`src/rtl/kfms_pkg.sv`:
```
// ----------------------------------------------------------------------------
// kfms_pkg
// Types and constants shared by the keyed frame marker search block.
// ----------------------------------------------------------------------------
package kfms_pkg;

    localparam int KEY_W      = 8;
    localparam int FRAME_W    = 16;
    localparam int SLOT_W     = 6;
    localparam int ECOUNT_W   = 7;
    localparam int CFG_IDX_W  = 1;
    localparam int CFG_DATA_W = 16;

    localparam logic [CFG_IDX_W-1:0] CFG_FRAME_COUNT = 1'd0;
    localparam logic [CFG_IDX_W-1:0] CFG_ENTRY_COUNT = 1'd1;

    localparam logic MODE_LOAD  = 1'b0;
    localparam logic MODE_QUERY = 1'b1;

    typedef struct packed {
        logic               mode;
        logic [SLOT_W-1:0]  entry_index;
        logic [KEY_W-1:0]   marker_key;
        logic [FRAME_W-1:0] entry_frame;
        logic [FRAME_W-1:0] source_frame;
        logic               allow_wrap;
    } kfms_in_t;

    typedef struct packed {
        logic               found;
        logic [FRAME_W-1:0] result_frame;
    } kfms_out_t;

    typedef struct packed {
        logic [KEY_W-1:0]   key;
        logic [FRAME_W-1:0] frame;
    } kfms_entry_t;

    typedef struct packed {
        logic load;
        logic query_start;
        logic issue;
        logic eval;
        logic finish;
    } kfms_cmd_t;

    typedef struct packed {
        logic no_search;
        logic hit;
        logic all_issued;
    } kfms_status_t;

endpackage

```
`src/rtl/kfms_ram.sv`:
```
// ----------------------------------------------------------------------------
// kfms_ram
// Generic simple dual-port RAM: one write port, one read port, registered read.
// ----------------------------------------------------------------------------
module kfms_ram #(
    parameter int WIDTH = 24,
    parameter int DEPTH = 64
) (
    input  logic                                    clk,
    input  logic                                    we,
    input  logic [(DEPTH > 1 ? $clog2(DEPTH) : 1)-1:0] waddr,
    input  logic [WIDTH-1:0]                        wdata,
    input  logic                                    re,
    input  logic [(DEPTH > 1 ? $clog2(DEPTH) : 1)-1:0] raddr,
    output logic [WIDTH-1:0]                        rdata
);

    logic [WIDTH-1:0] mem [DEPTH];

    always_ff @(posedge clk)
    begin
        if (we)
        begin
            mem[waddr] <= wdata;
        end
        if (re)
        begin
            rdata <= mem[raddr];
        end
    end

endmodule

```
`src/rtl/kfms_ctrl.sv`:
```
// ----------------------------------------------------------------------------
// kfms_ctrl
// Controller: sequences loads, query setup, the table walk and the result.
// ----------------------------------------------------------------------------
module kfms_ctrl
    import kfms_pkg::*;
(
    input  logic         clk,
    input  logic         rst_n,
    input  logic         start,
    input  logic         mode,
    input  kfms_status_t status,
    output kfms_cmd_t    cmd,
    output logic         busy
);

    typedef enum logic [1:0] {
        ST_IDLE,
        ST_CHECK,
        ST_SCAN
    } state_t;

    state_t state_reg;
    state_t state_next;

    always_comb
    begin
        cmd        = '0;
        state_next = state_reg;
        unique case (state_reg)
            ST_IDLE:
            begin
                if (start)
                begin
                    if (mode == MODE_QUERY)
                    begin
                        cmd.query_start = 1'b1;
                        state_next      = ST_CHECK;
                    end
                    else
                    begin
                        cmd.load = 1'b1;
                    end
                end
            end
            ST_CHECK:
            begin
                if (status.no_search)
                begin
                    cmd.finish = 1'b1;
                    state_next = ST_IDLE;
                end
                else
                begin
                    cmd.issue  = 1'b1;
                    state_next = ST_SCAN;
                end
            end
            ST_SCAN:
            begin
                cmd.eval = 1'b1;
                if (status.hit || status.all_issued)
                begin
                    cmd.finish = 1'b1;
                    state_next = ST_IDLE;
                end
                else
                begin
                    cmd.issue = 1'b1;
                end
            end
            default:
            begin
                state_next = ST_IDLE;
            end
        endcase
    end

    always_ff @(posedge clk or negedge rst_n)
    begin
        if (!rst_n)
        begin
            state_reg <= ST_IDLE;
        end
        else
        begin
            state_reg <= state_next;
        end
    end

    assign busy = (state_reg != ST_IDLE);

endmodule

```
`src/rtl/kfms_dp.sv`:
```
// ----------------------------------------------------------------------------
// kfms_dp
// Datapath: config registers, marker table, walk counter, fallback tracker
// and result register.
// ----------------------------------------------------------------------------
module kfms_dp
    import kfms_pkg::*;
#(
    parameter int MAX_ENTRIES = 64
) (
    input  logic                  clk,
    input  logic                  rst_n,
    input  logic                  cfg_we,
    input  logic [CFG_IDX_W-1:0]  cfg_index,
    input  logic [CFG_DATA_W-1:0] cfg_data,
    input  kfms_in_t              item,
    input  kfms_cmd_t             cmd,
    output kfms_status_t          status,
    output kfms_out_t             result,
    output logic                  strobe
);

    localparam int IDX_W = (MAX_ENTRIES > 1) ? $clog2(MAX_ENTRIES) : 1;
    localparam int CNT_W = $clog2(MAX_ENTRIES + 1);

    logic [FRAME_W-1:0]  frame_count_reg;
    logic [ECOUNT_W-1:0] entry_count_reg;

    logic [KEY_W-1:0]    key_reg;
    logic [FRAME_W-1:0]  src_reg;
    logic                wrap_reg;
    logic [CNT_W-1:0]    limit_reg;
    logic [CNT_W-1:0]    limit_next;
    logic                no_search_reg;
    logic [CNT_W-1:0]    idx_reg;
    logic                back_valid_reg;
    logic                back_valid_next;
    logic [FRAME_W-1:0]  back_frame_reg;
    logic [FRAME_W-1:0]  back_frame_next;
    kfms_out_t           result_reg;
    kfms_out_t           result_next;
    logic                strobe_reg;

    logic                wr_en;
    kfms_entry_t         wr_entry;
    kfms_entry_t         rd_entry;
    logic                match;
    logic                hit;

    always_ff @(posedge clk or negedge rst_n)
    begin
        if (!rst_n)
        begin
            frame_count_reg <= '0;
            entry_count_reg <= '0;
        end
        else if (cfg_we)
        begin
            unique case (cfg_index)
                CFG_FRAME_COUNT: frame_count_reg <= cfg_data[FRAME_W-1:0];
                CFG_ENTRY_COUNT: entry_count_reg <= cfg_data[ECOUNT_W-1:0];
                default:         ;
            endcase
        end
    end

    // table write, slots past the table are dropped
    assign wr_en          = cmd.load && (32'(item.entry_index) < 32'(MAX_ENTRIES));
    assign wr_entry.key   = item.marker_key;
    assign wr_entry.frame = item.entry_frame;

    kfms_ram #(
        .WIDTH ($bits(kfms_entry_t)),
        .DEPTH (MAX_ENTRIES)
    ) u_table (
        .clk   (clk),
        .we    (wr_en),
        .waddr (IDX_W'(item.entry_index)),
        .wdata (wr_entry),
        .re    (cmd.issue),
        .raddr (idx_reg[IDX_W-1:0]),
        .rdata (rd_entry)
    );

    assign limit_next = (32'(entry_count_reg) > 32'(MAX_ENTRIES)) ?
                        CNT_W'(MAX_ENTRIES) : CNT_W'(entry_count_reg);

    assign match = (rd_entry.key == key_reg);
    assign hit   = match && (rd_entry.frame >= src_reg);

    always_comb
    begin
        back_valid_next = back_valid_reg;
        back_frame_next = back_frame_reg;
        if (match && (!back_valid_reg || (rd_entry.frame < back_frame_reg)))
        begin
            back_valid_next = 1'b1;
            back_frame_next = rd_entry.frame;
        end
    end

    always_comb
    begin
        result_next = '0;
        priority if (no_search_reg)
        begin
            result_next = '0;
        end
        else if (hit)
        begin
            result_next.found        = 1'b1;
            result_next.result_frame = rd_entry.frame;
        end
        else if (wrap_reg && back_valid_next)
        begin
            result_next.found        = 1'b1;
            result_next.result_frame = back_frame_next;
        end
        else
        begin
            result_next = '0;
        end
    end

    always_ff @(posedge clk)
    begin
        if (cmd.query_start)
        begin
            key_reg   <= item.marker_key;
            src_reg   <= item.source_frame;
            wrap_reg  <= item.allow_wrap;
            limit_reg <= limit_next;
        end
        if (cmd.finish)
        begin
            result_reg <= result_next;
        end
    end

    always_ff @(posedge clk or negedge rst_n)
    begin
        if (!rst_n)
        begin
            no_search_reg  <= 1'b0;
            idx_reg        <= '0;
            back_valid_reg <= 1'b0;
            back_frame_reg <= '0;
            strobe_reg     <= 1'b0;
        end
        else
        begin
            strobe_reg <= cmd.finish;
            if (cmd.query_start)
            begin
                no_search_reg  <= (item.source_frame >= frame_count_reg) ||
                                  (limit_next == '0);
                idx_reg        <= '0;
                back_valid_reg <= 1'b0;
                back_frame_reg <= '0;
            end
            else
            begin
                if (cmd.issue)
                begin
                    idx_reg <= idx_reg + CNT_W'(1);
                end
                if (cmd.eval)
                begin
                    back_valid_reg <= back_valid_next;
                    back_frame_reg <= back_frame_next;
                end
            end
        end
    end

    assign status.no_search  = no_search_reg;
    assign status.hit        = hit;
    assign status.all_issued = (idx_reg == limit_reg);

    assign result = result_reg;
    assign strobe = strobe_reg;

endmodule

```
`src/rtl/keyed_frame_marker_search.sv`:
```
// ----------------------------------------------------------------------------
// keyed_frame_marker_search
// Marker table of (key, frame) entries with a forward search by key.
// ----------------------------------------------------------------------------
// Usage:
//   A beat is taken on a rising edge with start high and busy low.
//   item.mode = load writes item.marker_key / item.entry_frame into slot
//   item.entry_index; busy stays low and no result follows.
//   item.mode = query searches the first entry_count slots, at most
//   MAX_ENTRIES, for item.marker_key at or after item.source_frame, with
//   optional wrap to the smallest matching frame.
//   A query answers with one result beat: strobe is high for one cycle with
//   result valid. The controller takes a query through a check state and
//   then a scan state that reads the slots in turn; a query with the
//   source frame at or past frame_count, or with entry_count zero, reads
//   no slots and reports a miss. The walk reads one table slot per cycle
//   from the RAM read port.
//   Config writes (cfg_we, cfg_index, cfg_data) take effect at once; the user
//   must make them only while the block is idle: the block does not enforce it.
//   Reset clears both config registers and the controller; table contents
//   stay undefined until written. The receiver cannot stall results.
// ----------------------------------------------------------------------------
module keyed_frame_marker_search
    import kfms_pkg::*;
#(
    parameter int MAX_ENTRIES = 64
) (
    input  logic                  clk,
    input  logic                  rst_n,
    input  logic                  start,
    output logic                  busy,
    input  kfms_in_t              item,
    output logic                  strobe,
    output kfms_out_t             result,
    input  logic                  cfg_we,
    input  logic [CFG_IDX_W-1:0]  cfg_index,
    input  logic [CFG_DATA_W-1:0] cfg_data
);

    kfms_cmd_t    cmd;
    kfms_status_t status;

    kfms_ctrl u_ctrl (
        .clk    (clk),
        .rst_n  (rst_n),
        .start  (start),
        .mode   (item.mode),
        .status (status),
        .cmd    (cmd),
        .busy   (busy)
    );

    kfms_dp #(
        .MAX_ENTRIES (MAX_ENTRIES)
    ) u_dp (
        .clk       (clk),
        .rst_n     (rst_n),
        .cfg_we    (cfg_we),
        .cfg_index (cfg_index),
        .cfg_data  (cfg_data),
        .item      (item),
        .cmd       (cmd),
        .status    (status),
        .result    (result),
        .strobe    (strobe)
    );

    a_strobe_idle: assert property (@(posedge clk) disable iff (!rst_n)
        strobe |-> !busy)
        else $error("result beat while busy");

    a_miss_zero: assert property (@(posedge clk) disable iff (!rst_n)
        (strobe && !result.found) |-> (result.result_frame == '0))
        else $error("miss result with nonzero frame");

    a_query_busy: assert property (@(posedge clk) disable iff (!rst_n)
        (start && !busy && (item.mode == MODE_QUERY)) |=> busy)
        else $error("query not started");

    a_load_quiet: assert property (@(posedge clk) disable iff (!rst_n)
        (start && !busy && (item.mode == MODE_LOAD)) |=> (!busy && !strobe))
        else $error("load caused busy or result");

endmodule
```
`config.mk`:
```
export PLATFORM = sky130hd
export DESIGN_NAME = keyed_frame_marker_search
export DESIGN_NICKNAME = d
export VERILOG_FILES = /design/src/rtl/kfms_pkg.sv /design/src/rtl/kfms_ram.sv /design/src/rtl/kfms_ctrl.sv /design/src/rtl/kfms_dp.sv /design/src/rtl/keyed_frame_marker_search.sv
export SDC_FILE = /design/constraint.sdc
export NUM_CORES = 2
export LEC_CHECK = 0
export BUFFER_PORTS_ARGS = -buffer_cell sky130_fd_sc_hd__buf_4
export CAP_MARGIN = 25
export CORE_MARGIN = 8
export CORE_UTILIZATION = 30
export CTS_CLUSTER_SIZE = 16
export DETAILED_ROUTE_END_ITERATION = 16
export SYNTH_ARGS = -nofsm -noshare
export SYNTH_HDL_FRONTEND = slang
export SYNTH_SLANG_ARGS = --single-unit
```
`constraint.sdc`:
```
create_clock -name clk -period 7 [get_ports clk]
set_input_delay 0.7 -clock clk [delete_from_list [all_inputs] [get_ports clk]]
set_output_delay 0.7 -clock clk [all_outputs]
set_load 0.005 [all_outputs]
```
==> metrics.txt <==
Layout area overhead=16.2%; Synth area leaders=edfxtp_1 (75%), mux4_2 (18%), dfrtp_1 (2.0%); post-DP HPWL=89700 um; WL met3=between 10000 and 15000 um; die area=between 0.2 and 0.25 sq mm; via count of the routed design=approximately 29000; Ports=between 80 and 90; Syn Area/Cell=~24 sq um; met1 wire length=around 66000 um; Non-Filler Instances=5896; Async SR Flop Fraction=slightly above 3%; CTS tree=yes; Netlist cell types=54; DR vias/cell=about 5.0; Worst Path Max Fanout=45; number of global-route vias before repair=30100; worst-case clock skew=~0.043 ns; met2 WL=76300 um; Synth Cell Area=0.0643 sq mm; DR DRC count=0; Setup TNS=0 ns; Die Wd=~480 um; highest metal used=met5; post-synth net total=roughly 2800; PortBufs=87; Critical-path top delay cell=buf_4; maximum clock path buffer count=3; first-pass GRT wire length=~230000 um; Final GP Congestion=0.782; final hold violation count=0; total CTS buffers=about 170; final setup margin=between 3 and 4 ns; Worst Path Required=7.50 ns; Setup Fix Bufs, Post-CTS=0; PD cells=roughly 310 mW/mm^2; Synth area leader=edfxtp_1; antenna viol nets, final=0; post-route design area=0.0747 sq mm; Total Wirelength=roughly 160000 um; max reg flops=roughly 1500; critical path endpoint category=flip-flop; Clock Latency Late Sink=roughly 0.8 ns; unrepaired setup endpoints after global routing=false; Die Y=about 480 um; Initial Util=30.1%; slowest stage delay, CP=~0.78 ns; DR iter-0 viols=~3700; largest net degree at the start of global routing=~130; Rows=170; GRT Total Usage=between 10% and 20%; Critical Path Start Type=flip-flop; dominant cell by count in the synthesized netlist=edfxtp_1; Critical Path AT=~4.3 ns; Max-Slew Margin vs Limit=between 20 and 30%; post-DR wirelength/cell=27.0 um; CORE AREA=between 0.2 and 0.25 sq mm; total power=between 20 and 25 mW; CTS root buf=clkbuf_16; Fill cells=roughly 19000; kind of critical path=reg -> reg; Main synth FF type=edfxtp_1; share of post-route cells with drive strength above 1=around 32%; max_cap viols=0; status=finished, final reports clean; Placed Area=0.0692 sq mm; #FFs+latches synth=between 1500 and 2000; initial antenna violation count=22; EDFF count, synth=~1600; synth cell count leaders=edfxtp_1 (1609), mux4_2 (504), nor2_1 (95); post-synth top area share=75.2%; Final Cycle Share=between 50% and 60%; worst path bufs/invs=2; HP Class=in -> reg; DP Worst Slack=around 2.7 ns; peak supply drop=~0.26 mV; Worst-Margin Slew=between 1 and 1.5 ns; CTS Sinks=between 1500 and 2000; fin nets=~3000; Final Setup Violations=0; placed cells=5586; total global routing overflow=0; Seq/Total Area, Yosys=~77%; clock edge transition at the registers on the reported setup and hold paths=0.06 ns; min cycle time layout=3.77 ns; Ys Warns=0; Top Family by Delay on Critical Path=buffers and inverters; CP Cell Sequence=buf_4 -> buf_4 -> mux4_2 -> mux4_2; Leak=~23 nW; CTS HTree Levels=4; max frequency=266 MHz; Initial DRT Pass Iterations=5; max-slew violations=0; Synth Instances=~2700
-- worst reg2reg max path: stages (launching register included) --
cell,delay (ns)
dfrtp_4,0.62
buf_4,0.78
buf_4,0.82
mux4_2,0.68
mux4_2,0.60
-- what timing repair did --
action / CTS / global route
resized for setup: 0 / 0
hold endpoints to repair: 51 / 0
hold buffers: 1 / 0
-- cell usage in the layout, fill, tap and decap left out, types with 15 or more instances in the layout --
cell type,netlist,final
nor2_2,0,16
o21ai_0,23,23
nor2_4,0,49
inv_1,55,55
dfrtp_1,51,47
mux2i_1,17,17
nand2_1,43,43
clkbuf_1,65,23
bufinv_16,0,15
clkinv_2,0,29
nor2_1,95,30
buf_16,0,16
edfxtp_1,1609,1609
buf_4,8,131
clkbuf_16,0,171
mux4_2,504,504
a21oi_1,18,18
ha_1,51,51
clkinv_1,0,38
a22o_1,16,16
-- per-layer routing --
| metal | vias up | GRT usage [%] |
|---|---|---|
| met5 | - | 0 |
| li1 | 12000 | - |
| met2 | 1115 | 21.8 |
| met4 | 2 | 3.39 |
| met1 | 16000 | 18.6 |
| met3 | 215 | 3.27 |
-- through the flow --
| stage | util (%) | hold WS, ns |
|---|---|---|
| 4_1_cts | 34.9 | 0.0369 |
| 3_3_place_gp | 32.2 | 0.494 |
| 6_report | 34.9 | 0.101 |
| 5_1_grt | 34.9 | 0.0523 |
| 2_1_floorplan | - | 0.404 |
| 3_5_place_dp | 32.4 | 0.507 |
-- final timing paths --
path	from	end	slack (ns)	cells after the start
worst max register to register	u_dp.idx_reg[3]	u_dp.u_table.rdata[0]	3.23	4
worst min-delay path	item[0]	u_dp.wrap_reg	0.10	1
min in group asynchronous	rst_n	u_dp.back_frame_reg[8]	0.51	2
worst max-delay path	u_dp.idx_reg[3]	u_dp.u_table.rdata[0]	3.23	4
worst min register to register	u_dp.entry_count_reg[0]	u_dp.entry_count_reg[0]	0.52	1
max in group asynchronous	rst_n	u_dp.idx_reg[3]	5.89	2
-- layout make-up --
type | count | area [sq um] | area share, %
Sequential cell | 1660 | 49600 | 66.4
Multi-Input combinational cell | 880 | 14300 | 19.1
Clock buffer | 198 | 4420 | 5.92
Tap cell | 2838 | 3550 | 4.75
Timing Repair Buffer | 159 | 1650 | 2.20
Clock inverter | 99 | 938 | 1.26
Inverter | 57 | 221 | 0.297
Antenna cell | 5 | 12.5 | 0.0168
-- power breakdown --
part           internal (mW)  leakage (nW)  switching [mW]
combinational           1.60          4.92            1.68
sequential              11.1          15.1           0.170
clock                   5.06          2.62            3.76
-- cells by family (layout without fill, tap and decap cells) --
group	Yosys count	in the layout	synth area share, %
AO/OA/AOI/OAI	85	85	0.878
XOR/XNOR	18	18	0.245
adder cells (fa/ha/maj)	51	51	0.993
buffers and inverters	188	513	1.27
flip-flops	1660	1660	77.1
multiplexers	530	530	18.1
other	0	5	0
AND/OR/NAND/NOR	196	196	1.39
(Power assumes the default switching activity.)
